## src/sv/hsvk_pkg.sv

```systemverilog
`default_nettype none

package hsvk_pkg;

	localparam int ByteW = 8;
	localparam int QW = 13;
	localparam int OpW = 11;
	localparam int DivSteps = QW;
	localparam int AddrW = 5;
	localparam int DataW = 32;

	localparam logic [QW-1:0] QOne = QW'(4096);

	typedef enum logic [2:0] {
		REG_HUE_LOW,
		REG_HUE_HIGH,
		REG_SAT_LOW,
		REG_SAT_HIGH,
		REG_VAL_LOW,
		REG_VAL_HIGH,
		REG_OUTPUT_SAT,
		REG_SWAP_ORDER
	} reg_idx_t;

	typedef struct packed {
		logic [ByteW-1:0] chan_first;
		logic [ByteW-1:0] chan_green;
		logic [ByteW-1:0] chan_last;
	} pixel_t;

	typedef struct packed {
		logic [ByteW-1:0] out_byte;
		logic             in_window;
		logic [QW-1:0]    hue_q;
		logic [QW-1:0]    sat_q;
		logic [QW-1:0]    val_q;
	} result_t;

	typedef struct packed {
		logic [OpW-1:0] num;
		logic [OpW-1:0] den;
	} div_op_t;

	typedef struct packed {
		div_op_t       hue;
		div_op_t       sat;
		logic [QW-1:0] val;
	} front_t;

	typedef struct packed {
		logic [QW-1:0] hue_low;
		logic [QW-1:0] hue_high;
		logic [QW-1:0] sat_low;
		logic [QW-1:0] sat_high;
		logic [QW-1:0] val_low;
		logic [QW-1:0] val_high;
		logic          output_saturation;
		logic          swap_order;
	} cfg_t;

endpackage

`default_nettype wire

```

## src/sv/hsv_window_pixel_keyer.sv

```systemverilog
// Color keyer: each pixel request is converted to HSV in Q12 (4096 is 1.0),
// tested against inclusive hue, saturation and value windows, and answered
// with one result request. One pixel is taken every clock while the
// pipeline is not held. A pixel passes through one front stage, the
// 13-stage restoring dividers that form hue and saturation one quotient bit
// per stage while the value from the front stage rides alongside, and the
// window stage. The whole pipeline holds while a result is stalled, so
// pix_stall follows res_valid && res_stall.
// Registers sit at byte addresses 4*i of the APB port; write them only
// while no pixels are in flight.
`default_nettype none

module hsv_window_pixel_keyer (
	input  wire                             clk,
	input  wire                             arst_n,
	input  wire                             psel,
	input  wire                             penable,
	input  wire                             pwrite,
	input  wire [hsvk_pkg::AddrW-1:0]       paddr,
	input  wire [hsvk_pkg::DataW-1:0]       pwdata,
	output logic [hsvk_pkg::DataW-1:0]      prdata,
	output logic                            pready,
	input  wire                             pix_valid,
	output logic                            pix_stall,
	input  var hsvk_pkg::pixel_t            pix,
	output logic                            res_valid,
	input  wire                             res_stall,
	output hsvk_pkg::result_t               res
);

	hsvk_pkg::cfg_t     cfg_q;
	hsvk_pkg::reg_idx_t reg_idx;
	hsvk_pkg::front_t   ops, ops_s1;
	hsvk_pkg::result_t  win_res, res_q;
	logic [hsvk_pkg::QW-1:0] hue_div, sat_div;
	logic [hsvk_pkg::QW-1:0] val_dly_s [hsvk_pkg::DivSteps];
	logic vld_s1;
	logic vld_div_s [hsvk_pkg::DivSteps];
	logic res_valid_q;
	logic adv;

	assign pready = 1'b1;
	assign reg_idx = hsvk_pkg::reg_idx_t'(paddr[4:2]);

	always_ff @(posedge clk or negedge arst_n) begin
		if (!arst_n) begin
			cfg_q.hue_low <= hsvk_pkg::QW'(410);
			cfg_q.hue_high <= hsvk_pkg::QW'(2048);
			cfg_q.sat_low <= '0;
			cfg_q.sat_high <= hsvk_pkg::QOne;
			cfg_q.val_low <= '0;
			cfg_q.val_high <= hsvk_pkg::QOne;
			cfg_q.output_saturation <= 1'b1;
			cfg_q.swap_order <= 1'b0;
		end else if (psel && penable && pwrite && pready) begin
			case (reg_idx)
				hsvk_pkg::REG_HUE_LOW: cfg_q.hue_low <= pwdata[hsvk_pkg::QW-1:0];
				hsvk_pkg::REG_HUE_HIGH: cfg_q.hue_high <= pwdata[hsvk_pkg::QW-1:0];
				hsvk_pkg::REG_SAT_LOW: cfg_q.sat_low <= pwdata[hsvk_pkg::QW-1:0];
				hsvk_pkg::REG_SAT_HIGH: cfg_q.sat_high <= pwdata[hsvk_pkg::QW-1:0];
				hsvk_pkg::REG_VAL_LOW: cfg_q.val_low <= pwdata[hsvk_pkg::QW-1:0];
				hsvk_pkg::REG_VAL_HIGH: cfg_q.val_high <= pwdata[hsvk_pkg::QW-1:0];
				hsvk_pkg::REG_OUTPUT_SAT: cfg_q.output_saturation <= pwdata[0];
				hsvk_pkg::REG_SWAP_ORDER: cfg_q.swap_order <= pwdata[0];
				default: ;
			endcase
		end
	end

	always_comb begin
		case (reg_idx)
			hsvk_pkg::REG_HUE_LOW: prdata = hsvk_pkg::DataW'(cfg_q.hue_low);
			hsvk_pkg::REG_HUE_HIGH: prdata = hsvk_pkg::DataW'(cfg_q.hue_high);
			hsvk_pkg::REG_SAT_LOW: prdata = hsvk_pkg::DataW'(cfg_q.sat_low);
			hsvk_pkg::REG_SAT_HIGH: prdata = hsvk_pkg::DataW'(cfg_q.sat_high);
			hsvk_pkg::REG_VAL_LOW: prdata = hsvk_pkg::DataW'(cfg_q.val_low);
			hsvk_pkg::REG_VAL_HIGH: prdata = hsvk_pkg::DataW'(cfg_q.val_high);
			hsvk_pkg::REG_OUTPUT_SAT: prdata = hsvk_pkg::DataW'(cfg_q.output_saturation);
			hsvk_pkg::REG_SWAP_ORDER: prdata = hsvk_pkg::DataW'(cfg_q.swap_order);
			default: prdata = '0;
		endcase
	end

	// whole pipeline moves unless a finished result is held
	assign adv = !res_valid_q || !res_stall;
	assign pix_stall = !adv;

	hsvk_front u_front (
		.pix        (pix),
		.swap_order (cfg_q.swap_order),
		.ops        (ops)
	);

	always_ff @(posedge clk) begin
		if (adv) begin
			ops_s1 <= ops;
		end
	end

	hsvk_div u_div_hue (
		.clk (clk),
		.en  (adv),
		.op  (ops_s1.hue),
		.quo (hue_div)
	);

	hsvk_div u_div_sat (
		.clk (clk),
		.en  (adv),
		.op  (ops_s1.sat),
		.quo (sat_div)
	);

	// value keeps pace with the dividers
	always_ff @(posedge clk) begin
		if (adv) begin
			val_dly_s[0] <= ops_s1.val;
			for (int i = 1; i < hsvk_pkg::DivSteps; i++) begin
				val_dly_s[i] <= val_dly_s[i-1];
			end
		end
	end

	always_ff @(posedge clk or negedge arst_n) begin
		if (!arst_n) begin
			vld_s1 <= 1'b0;
			for (int i = 0; i < hsvk_pkg::DivSteps; i++) begin
				vld_div_s[i] <= 1'b0;
			end
			res_valid_q <= 1'b0;
		end else if (adv) begin
			vld_s1 <= pix_valid;
			vld_div_s[0] <= vld_s1;
			for (int i = 1; i < hsvk_pkg::DivSteps; i++) begin
				vld_div_s[i] <= vld_div_s[i-1];
			end
			res_valid_q <= vld_div_s[hsvk_pkg::DivSteps-1];
		end
	end

	hsvk_window u_window (
		.hue (hue_div),
		.sat (sat_div),
		.val (val_dly_s[hsvk_pkg::DivSteps-1]),
		.cfg (cfg_q),
		.res (win_res)
	);

	always_ff @(posedge clk) begin
		if (adv) begin
			res_q <= win_res;
		end
	end

	assign res_valid = res_valid_q;
	assign res = res_q;

	a_miss_zero: assert property (@(posedge clk) disable iff (!arst_n)
		res_valid && !res.in_window |-> res.out_byte == '0)
		else $error("miss with nonzero output byte");

	a_q12_range: assert property (@(posedge clk) disable iff (!arst_n)
		res_valid |-> res.hue_q <= hsvk_pkg::QOne && res.sat_q <= hsvk_pkg::QOne &&
			res.val_q <= hsvk_pkg::QOne)
		else $error("hsv result above one");

	a_grey_match: assert property (@(posedge clk) disable iff (!arst_n)
		res_valid |-> (res.sat_q == '0) == (res.hue_q == hsvk_pkg::QOne))
		else $error("grey hue and zero saturation disagree");

	a_hold_s1: assert property (@(posedge clk) disable iff (!arst_n)
		vld_s1 && !adv |=> vld_s1 && $stable(ops_s1))
		else $error("front stage lost a request under stall");

endmodule

`default_nettype wire

```

## src/sv/hsvk_front.sv

```systemverilog
`default_nettype none

module hsvk_front (
	input  var hsvk_pkg::pixel_t pix,
	input  wire                  swap_order,
	output hsvk_pkg::front_t     ops
);

	logic [hsvk_pkg::ByteW-1:0] r, g, b, mx, mn, d;
	logic [hsvk_pkg::OpW-1:0]   six_d, num;
	logic [hsvk_pkg::QW-2:0]    mx16;
	logic [hsvk_pkg::QW-1:0]    val_fix;
	logic                       r_max, g_max, grey;

	always_comb begin
		r = swap_order ? pix.chan_last : pix.chan_first;
		g = pix.chan_green;
		b = swap_order ? pix.chan_first : pix.chan_last;
		mx = (r > g) ? r : g;
		mx = (mx > b) ? mx : b;
		mn = (r < g) ? r : g;
		mn = (mn < b) ? mn : b;
		d = mx - mn;
		grey = (mx == mn);
		r_max = (r == mx);
		g_max = !r_max && (g == mx);
		six_d = {1'b0, d, 2'b00} + {2'b00, d, 1'b0};
		// sextant hue scaled by d, wrapped into one positive turn
		if (r_max) begin
			if (g >= b) begin
				num = hsvk_pkg::OpW'(g - b);
			end else begin
				num = six_d - hsvk_pkg::OpW'(b - g);
			end
		end else if (g_max) begin
			num = {2'b00, d, 1'b0} + hsvk_pkg::OpW'(b) - hsvk_pkg::OpW'(r);
		end else begin
			num = {1'b0, d, 2'b00} + hsvk_pkg::OpW'(r) - hsvk_pkg::OpW'(g);
		end

		// grey divides 1 by 1 to give exactly one turn
		if (grey) begin
			ops.hue.num = hsvk_pkg::OpW'(1);
			ops.hue.den = hsvk_pkg::OpW'(1);
		end else begin
			ops.hue.num = num;
			ops.hue.den = six_d;
		end
		if (mx == '0) begin
			ops.sat.num = '0;
			ops.sat.den = hsvk_pkg::OpW'(1);
		end else begin
			ops.sat.num = hsvk_pkg::OpW'(d);
			ops.sat.den = hsvk_pkg::OpW'(mx);
		end

		// mx*4096/255 is mx*16 plus mx*16/255
		mx16 = {mx, 4'b0000};
		val_fix = hsvk_pkg::QW'(mx16) + hsvk_pkg::QW'(mx16[11:8]) + hsvk_pkg::QW'(1);
		ops.val = hsvk_pkg::QW'(mx16) + (val_fix >> 8);
	end

endmodule

`default_nettype wire

```

## src/sv/hsvk_div.sv

```systemverilog
`default_nettype none

module hsvk_div (
	input  wire                       clk,
	input  wire                       en,
	input  var hsvk_pkg::div_op_t     op,
	output logic [hsvk_pkg::QW-1:0]   quo
);

	logic [hsvk_pkg::OpW-1:0] rem_s [hsvk_pkg::DivSteps];
	logic [hsvk_pkg::OpW-1:0] den_s [hsvk_pkg::DivSteps];
	logic [hsvk_pkg::QW-1:0]  quo_s [hsvk_pkg::DivSteps];

	// restoring division of num * 4096 by den, one quotient bit per stage
	for (genvar k = 0; k < hsvk_pkg::DivSteps; k++) begin : g_step
		logic [hsvk_pkg::OpW:0]   trial;
		logic [hsvk_pkg::OpW-1:0] den_in;
		logic [hsvk_pkg::QW-1:0]  quo_in;
		logic                     take;

		if (k == 0) begin : g_first
			assign trial = {1'b0, op.num};
			assign den_in = op.den;
			assign quo_in = '0;
		end else begin : g_next
			assign trial = {rem_s[k-1], 1'b0};
			assign den_in = den_s[k-1];
			assign quo_in = quo_s[k-1];
		end

		assign take = (trial >= {1'b0, den_in});

		always_ff @(posedge clk) begin
			if (en) begin
				rem_s[k] <= take ? hsvk_pkg::OpW'(trial - {1'b0, den_in})
					: trial[hsvk_pkg::OpW-1:0];
				den_s[k] <= den_in;
				quo_s[k] <= {quo_in[hsvk_pkg::QW-2:0], take};
			end
		end
	end

	assign quo = quo_s[hsvk_pkg::DivSteps-1];

endmodule

`default_nettype wire

```

## src/sv/hsvk_window.sv

```systemverilog
`default_nettype none

module hsvk_window (
	input  wire [hsvk_pkg::QW-1:0] hue,
	input  wire [hsvk_pkg::QW-1:0] sat,
	input  wire [hsvk_pkg::QW-1:0] val,
	input  var hsvk_pkg::cfg_t     cfg,
	output hsvk_pkg::result_t      res
);

	logic [hsvk_pkg::QW+7:0] sat_x255;
	logic                    hit;

	always_comb begin
		hit = (hue >= cfg.hue_low) && (hue <= cfg.hue_high) &&
			(sat >= cfg.sat_low) && (sat <= cfg.sat_high) &&
			(val >= cfg.val_low) && (val <= cfg.val_high);
		sat_x255 = {sat, 8'd0} - {8'd0, sat};
		res.hue_q = hue;
		res.sat_q = sat;
		res.val_q = val;
		res.in_window = hit;
		if (!hit) begin
			res.out_byte = '0;
		end else if (cfg.output_saturation) begin
			res.out_byte = sat_x255[19:12];
		end else begin
			res.out_byte = 8'hff;
		end
	end

endmodule

`default_nettype wire
```

## config.mk

```make
export PLATFORM = sky130hd
export DESIGN_NAME = hsv_window_pixel_keyer
export DESIGN_NICKNAME = d
export VERILOG_FILES = /design/src/sv/hsvk_pkg.sv /design/src/sv/hsv_window_pixel_keyer.sv /design/src/sv/hsvk_front.sv /design/src/sv/hsvk_div.sv /design/src/sv/hsvk_window.sv
export SDC_FILE = /design/constraint.sdc
export NUM_CORES = 2
export LEC_CHECK = 0
export ABC_AREA = 1
export BUFFER_PORTS_ARGS = -buffer_cell sky130_fd_sc_hd__buf_2
export CAP_MARGIN = 10
export CELL_PAD_IN_SITES_DETAIL_PLACEMENT = 0
export CELL_PAD_IN_SITES_GLOBAL_PLACEMENT = 1
export CORE_MARGIN = 2
export CORE_UTILIZATION = 51
export DETAILED_ROUTE_END_ITERATION = 8
export PLACE_DENSITY = 0.81
export SYNTH_ARGS = -nofsm -noshare
export SYNTH_HDL_FRONTEND = slang
export SYNTH_SLANG_ARGS = --single-unit
```

## constraint.sdc

```tcl
create_clock -name clk -period 33.9 [get_ports clk]
set_input_delay 5.085 -clock clk [delete_from_list [all_inputs] [get_ports clk]]
set_output_delay 5.085 -clock clk [all_outputs]
set_load 0.005 [all_outputs]
```

## After elaboration in Yosys (flattened, before gate mapping)

Memory sizes are Yosys's and may differ from the RTL's.
Index checks and enable logic that the tools add are counted.

- Flip-flop bits (word level): 200
- Bits in latches: 0
- RAM bits: 1079
- Memory bits (read-only): 0
- Output and inout bits: 83
- Logic and storage cells: 190
- Memories kept: 7

Memory list:

| name | words | width | read ports | clocked after memory_dff | wr ports | RTL line | source |
|---|---|---|---|---|---|---|---|
| u_div_hue.quo_s | 13 | 13 | 13 | 0 | 13 | hsvk_div.sv:12 | `logic [hsvk_pkg::QW-1:0] quo_s [hsvk_pkg::DivSteps];` |
| u_div_sat.quo_s | 13 | 13 | 13 | 0 | 13 | hsvk_div.sv:12 |  |
| val_dly_s | 13 | 13 | 13 | 0 | 13 | hsv_window_pixel_keyer.sv:36 | `logic [hsvk_pkg::QW-1:0] val_dly_s [hsvk_pkg::DivSteps];` |
| u_div_hue.den_s | 13 | 11 | 12 | 0 | 13 | hsvk_div.sv:11 | `logic [hsvk_pkg::OpW-1:0] den_s [hsvk_pkg::DivSteps];` |
| u_div_hue.rem_s | 13 | 11 | 12 | 0 | 13 | hsvk_div.sv:10 | `logic [hsvk_pkg::OpW-1:0] rem_s [hsvk_pkg::DivSteps];` |
| u_div_sat.den_s | 13 | 11 | 12 | 0 | 13 | hsvk_div.sv:11 |  |
| +1 memories | -- | -- | -- | -- | -- | -- |  |

- Add/subtract/negate cells: 39
- $mul: 0
- Divide/modulo/power cells: 0
- Order comparisons: 37
- Eq/ne operators: 10
- Shifts and indexed selects: 0
- Muxes and demuxes: 39
- Bitwise logic cells: 0
- Reductions and logical operators: 23

Operators with widths:

| cell | count |
|---|---|
| $mux 11 | 29 |
| $sub 11x11->11 | 27 |
| $ge 12x11->1 | 24 |
| $pmux 32 s8 | 1 |
| $mux 8 | 7 |
| $ge 13x13->1 | 3 |
| $le 13x13->1 | 3 |
| $eq 8x8->1 | 3 |
| $ge 11x11->1 | 2 |
| $sub 11x8->11 | 2 |
| $sub 20x13->20 | 1 |
| $sub 8x8->9 | 2 |
| $gt 8x8->1 | 2 |
| $lt 8x8->1 | 2 |
| $reduce_and 2->1 | 8 |
| $add 12x4->13 | 1 |
| $add 12x5->13 | 1 |
| $add 13x1->13 const B | 1 |
| $eq 3x3->1 const B | 4 |
| $add 10x8->11 | 1 |
| $add 10x9->11 | 1 |
| $add 9x8->10 | 1 |
| $ge 8x8->1 | 1 |
| $logic_and 1x1->1 | 8 |
| 8 further kinds | 13 |

## Depth between registers and ports, before layout

- Depth after elaboration: 10
- Gate-level depth with buffers: 54
- Gate-level depth less buffers: 52

## Cells and area by module

From an unflattened synthesis, not the netlist that was laid out.

- Cells, all modules: 6839
- Area total of the unflattened synthesis: 62743.9 sq um

Modules (own cells, without submodules):

| module | times used | cells each | area each (sq um) |
|---|---|---|---|
| hsvk_div (u_div_hue) | 1 | 2358 | 20850.0 |
| hsvk_div (u_div_sat) | 1 | 2358 | 20847.5 |
| hsv_window_pixel_keyer | 1 | 819 | 12877.4 |
| hsvk_front | 1 | 803 | 5147.4 |
| hsvk_window | 1 | 501 | 3021.6 |

## Worst setup path after synthesis

No wires, ideal clock.

- Path kind: input -> register
- From: input res_stall
- To: register ops_s1[0] (netlist name) (enable)
- Setup time: 1673 ps
- Arrival time: 30747 ps
- Slack: 1480 ps
- Cell stages on the path: 2
- Buffers on the path: 1
- Cell sequence: nand2_1 -> clkbuf_1

- Word-level cells in the longest chain between the ends: 2

Ends and longest elaborated chain:

| item | RTL line | source |
|---|---|---|
| from (decl) | hsv_window_pixel_keyer.sv:27 | `input wire res_stall,` |
| $logic_not 1->1 | hsv_window_pixel_keyer.sv:85 | `assign adv = !res_valid_q \|\| !res_stall;` |
| $logic_or 1x1->1 | hsv_window_pixel_keyer.sv:85 |  |
| to (signal assigned) | hsv_window_pixel_keyer.sv:96 | `ops_s1 <= ops;` |
| to (decl) | hsv_window_pixel_keyer.sv:33 | `hsvk_pkg::front_t ops, ops_s1;` |

No other way between the ends.
A chain may end at the register's enable or synchronous reset.

## Worst setup path after layout

- From: input pix[17] (netlist name)
- To: register ops_s1[53] (netlist name) (data pin)

- Word-level cells in the longest chain between the ends: 10
- Elaborated cells between the ends (all ways): 28
- Those cells by class: add/sub: 9; order compare: 5; eq/ne: 3; mux: 9; reduce/logical: 2

Ends and longest elaborated chain:

| item | RTL line | source |
|---|---|---|
| from (decl) | hsv_window_pixel_keyer.sv:25 | `input var hsvk_pkg::pixel_t pix,` |
| $mux 8 | hsvk_front.sv:16 | `r = swap_order ? pix.chan_last : pix.chan_first;` |
| $gt 8x8->1 | hsvk_front.sv:19 | `mx = (r > g) ? r : g;` |
| $mux 8 | hsvk_front.sv:19 |  |
| $gt 8x8->1 | hsvk_front.sv:20 | `mx = (mx > b) ? mx : b;` |
| $mux 8 * | hsvk_front.sv:20 |  |
| via u_front.mx, one bit | hsvk_front.sv:9 | `logic [hsvk_pkg::ByteW-1:0] r, g, b, mx, mn, d;` |
| $sub 8x8->8 * | hsvk_front.sv:23 | `d = mx - mn;` |
| via u_front.d, one bit | hsvk_front.sv:9 |  |
| $add 10x9->11 * | hsvk_front.sv:27 | `six_d = {1'b0, d, 2'b00} + {2'b00, d, 1'b0};` |
| via u_front.six_d, one bit | hsvk_front.sv:10 | `logic [hsvk_pkg::OpW-1:0] six_d, num;` |
| $sub 11x11->11 * | hsvk_front.sv:33 | `num = six_d - hsvk_pkg::OpW'(b - g);` |
| $mux 11 * | hsvk_front.sv:30 | `if (g >= b) begin` |
| $mux 11 * | hsvk_front.sv:29 | `if (r_max) begin` |

Mark *: on every way through the listed nets, which the timed path passes. The rest lies on a longest branch.

==> results.json <==
{
  "worst-setup-path-type": "primary input to flip-flop",
  "cp-end-kind": "flip-flop",
  "skew_ns": 0.0293,
  "io_buffers": 109,
  "via_per_inst": 5.06,
  "postRouteAntennaNets": 0,
  "ff2ff_setup_slack_ns": 24.13,
  "antenna_found_initial": 1,
  "r2r_cells": 41,
  "netlist_area_sq_um": 52000,
  "yosysWarnings": 0,
  "drt-wirelength-per-cell_microns": 14.9,
  "nNetsFinal": 5361,
  "start_util_pct": 51.2,
  "die_x_microns": 323,
  "grt_max_degree": 197,
  "htree_levels": 3,
  "cts_hold_buf": 0,
  "crit_slowest_cell": "o21ai_0",
  "wl_mm": 93.6,
  "cts_setup_buffers": 0,
  "status": "completed",
  "cts.clk_slew.worst_paths_ns": 0.06,
  "worstPathRequired_ns": 34.25,
  "synth.avg_cell_area_sq_um": 11.1,
  "fin_crit_sh_pct": 39.9,
  "r2r-start": "cfg_q[0]",
  "drt_iter0_markers": 1725,
  "yosysUniqueCellTypes": 63,
  "max_cap_viol_count": 0,
  "setup_viol": 0,
  "yosys-top-cells-area": "edfxtp_1 54%, ha_1 9.9%, nand2_1 5.3%",
  "min_path_type": "flip-flop to flip-flop",
  "yosysTopAreaCellShare_pct": 54.4,
  "grt_pass1_vias": 31800,
  "fin_tns_setup_ns": 0,
  "grt_pass1_wl_mm": 153,
  "layout-drive-gt1-share_pct": 7.52,
  "ios": 151,
  "fmax_mhz": 73.9,
  "cts_buffer_depth": 3,
  "crit_start": "pix[17]",
  "finalWorstPathRequiredPeriod_ns": 13.53,
  "finalHoldViolations": 0,
  "die_area_sq_um": 104000,
  "clock_latency_ns": 0.68,
  "antennaDiodeCount": 0,
  "arrival_ns": 13.88,
  "cts_tree": "done",
  "fin_util_pct": 56.5,
  "synth_ff_type": "edfxtp_1",
  "hpwl_mm": 68.8,
  "ys_async_sr_fraction_pct": 9.16,
  "rows": 117,
  "track_usage_pct": 18.3,
  "drcViolationCount": 0,
  "max_stage_delay_ns": 0.74,
  "core_area_sq_um": 101000,
  "hold_path_end": "u_div_hue.quo_s[1][34]",
  "area_delta_synth_final_pct": 10.4,
  "worstPathMaxFanout": 18,
  "holdCritStartpoint": "u_div_hue.quo_s[1][20]",
  "die_y_microns": 323,
  "syn_inst": 4676,
  "numCtsBuffers": 103,
  "synth_edf_count": 942,
  "hold_depth": 0,
  "synth_top_area_cell": "edfxtp_1",
  "yosysSeqAreaShare_pct": 59.0,
  "ys_ff_latch": 1037,
  "cts.repair.resized": 0,
  "startpoint_type": "primary input",
  "first_pass_iters": 5,
  "vias": 31900,
  "report.final.slew_viol_count": 0,
  "overflow": 0,
  "grt_setup_unrepaired": "false",
  "tightestPinTransition_ns": 1.07,
  "clock_sinks": 1037,
  "timing.rr.end": "ops_s1[53]",
  "gp_congestion": 0.912,
  "slew_headroom_pct": 28.8,
  "root_buffer": "clkbuf_16",
  "nFillCells": 8502
}
-- worst max-delay path by stage --
stage	endpoint	slack (ns)	cells past startpoint
floorplan	ops_s1[0]	1.48	2
global placement	ops_s1[53]	19.78	39
detailed placement	ops_s1[53]	19.71	39
CTS	ops_s1[53]	20.42	39
global route	ops_s1[53]	19.71	39
finish	ops_s1[53]	20.37	39
-- registers in the layout, indices dropped and copies added, names as in the netlist, 80 cells and up --
register / cells
u_div_hue.den_s: 132
u_div_hue.quo_s: 91
cfg_q: 80
u_div_sat.quo_s: 91
u_div_hue.rem_s: 132
val_dly_s: 169
u_div_sat.rem_s: 132
u_div_sat.den_s: 96
-- cell usage in the layout (no fill, tap or decap), drive strengths merged, types with 3 or more instances in the layout --
cell / Yosys / final
a2111oi: 5 / 5
a211o: 4 / 4
a211oi: 20 / 20
a21o: 8 / 8
a21oi: 291 / 291
a221oi: 3 / 3
a31oi: 16 / 16
buf: 30 / 135
bufinv: 0 / 8
clkbuf: 60 / 122
clkinv: 0 / 52
clkinvlp: 0 / 6
conb: 2 / 20
dfrtp: 86 / 86
dfstp: 9 / 9
edfxtp: 942 / 942
fa: 39 / 39
ha: 410 / 410
inv: 728 / 732
nand2: 749 / 749
nand3: 119 / 119
nand3b: 10 / 10
nand4: 42 / 42
nor2: 285 / 285
nor3: 54 / 54
nor4: 10 / 10
o2111ai: 13 / 13
o211ai: 4 / 4
o21a: 8 / 8
o21ai: 404 / 404
o21bai: 20 / 20
o22ai: 12 / 12
o311ai: 3 / 3
o31ai: 18 / 18
or2: 21 / 21
xnor2: 66 / 66
xor2: 166 / 166
-- cell families (layout without fill, tap and decap cells) --
kind of cell	after synthesis	count (layout)	share of synthesized area, %
AND/OR/NAND/NOR	1297	1297	10.5
flip-flops	1037	1037	59.0
other	2	20	0.0145
buffers and inverters	818	1055	6.09
multiplexers	2	2	0.0385
adder cells (fa/ha/maj)	449	449	11.4
XOR/XNOR	232	232	3.98
AO/OA/AOI/OAI	839	839	8.95
-- metal layers --
layer / part of all wire, % / vias to the layer above / track usage (%) / routed length, microns
met5: 0 / - / 0 / 0
met4: 2.8 / 0 / 6.07 / 2580
met3: 3.6 / 168 / 2.55 / 3400
met2: 53 / 506 / 34.6 / 49200
met1: 41 / 14900 / 21.0 / 38400
li1: - / 16300 / - / -
-- synthesized netlist by cell type (all sizes together) (18+ instances only) --
library cell and n:
o31ai 18, nand2 749, o21ai 404, xor2 166
dfrtp 86, nand4 42, nand3 119, o21bai 20
clkbuf 60, a211oi 20, inv 728, fa 39
nor2 285, or2 21, edfxtp 942, a21oi 291
buf 30, ha 410, nor3 54, xnor2 66
-- worst max-delay path, delay by kind of cell --
family                     cells  cell delay (ns)
buffers and inverters          8             0.85
adders and majority gates      7             2.68
AOI/OAI and AO/OA              9             3.48
and+or+nand+nor               14             1.46
xor gates and xnor gates       1             0.32
-- through the flow --
stage	area, sq um	hold WS (ns)	cells	setup slack, ns
final	57400	0.400	6299	20.37
after global routing	57400	0.409	6299	19.71
after CTS	57400	0.400	6299	20.42
after detailed placement	54100	0.405	6107	19.71
after global placement	54100	0.400	6107	19.78
after floorplan	52000	0.400	4694	1.48
-- final cells by class --
class                      count  area [sq um]  area share, %
clock buffer                 122          2650           4.62
inverter                     728          2730           4.76
multi-input combinational   2839         18200           31.7
tap                         1368          1710           2.98
sequential                  1037         30700           53.5
clock inverter                70           647           1.13
timing repair buffer         135           756           1.32
Power is left out: the tool's default activity adds up to more than one toggle a clock period on the data nets, which glitch-free logic cannot reach.
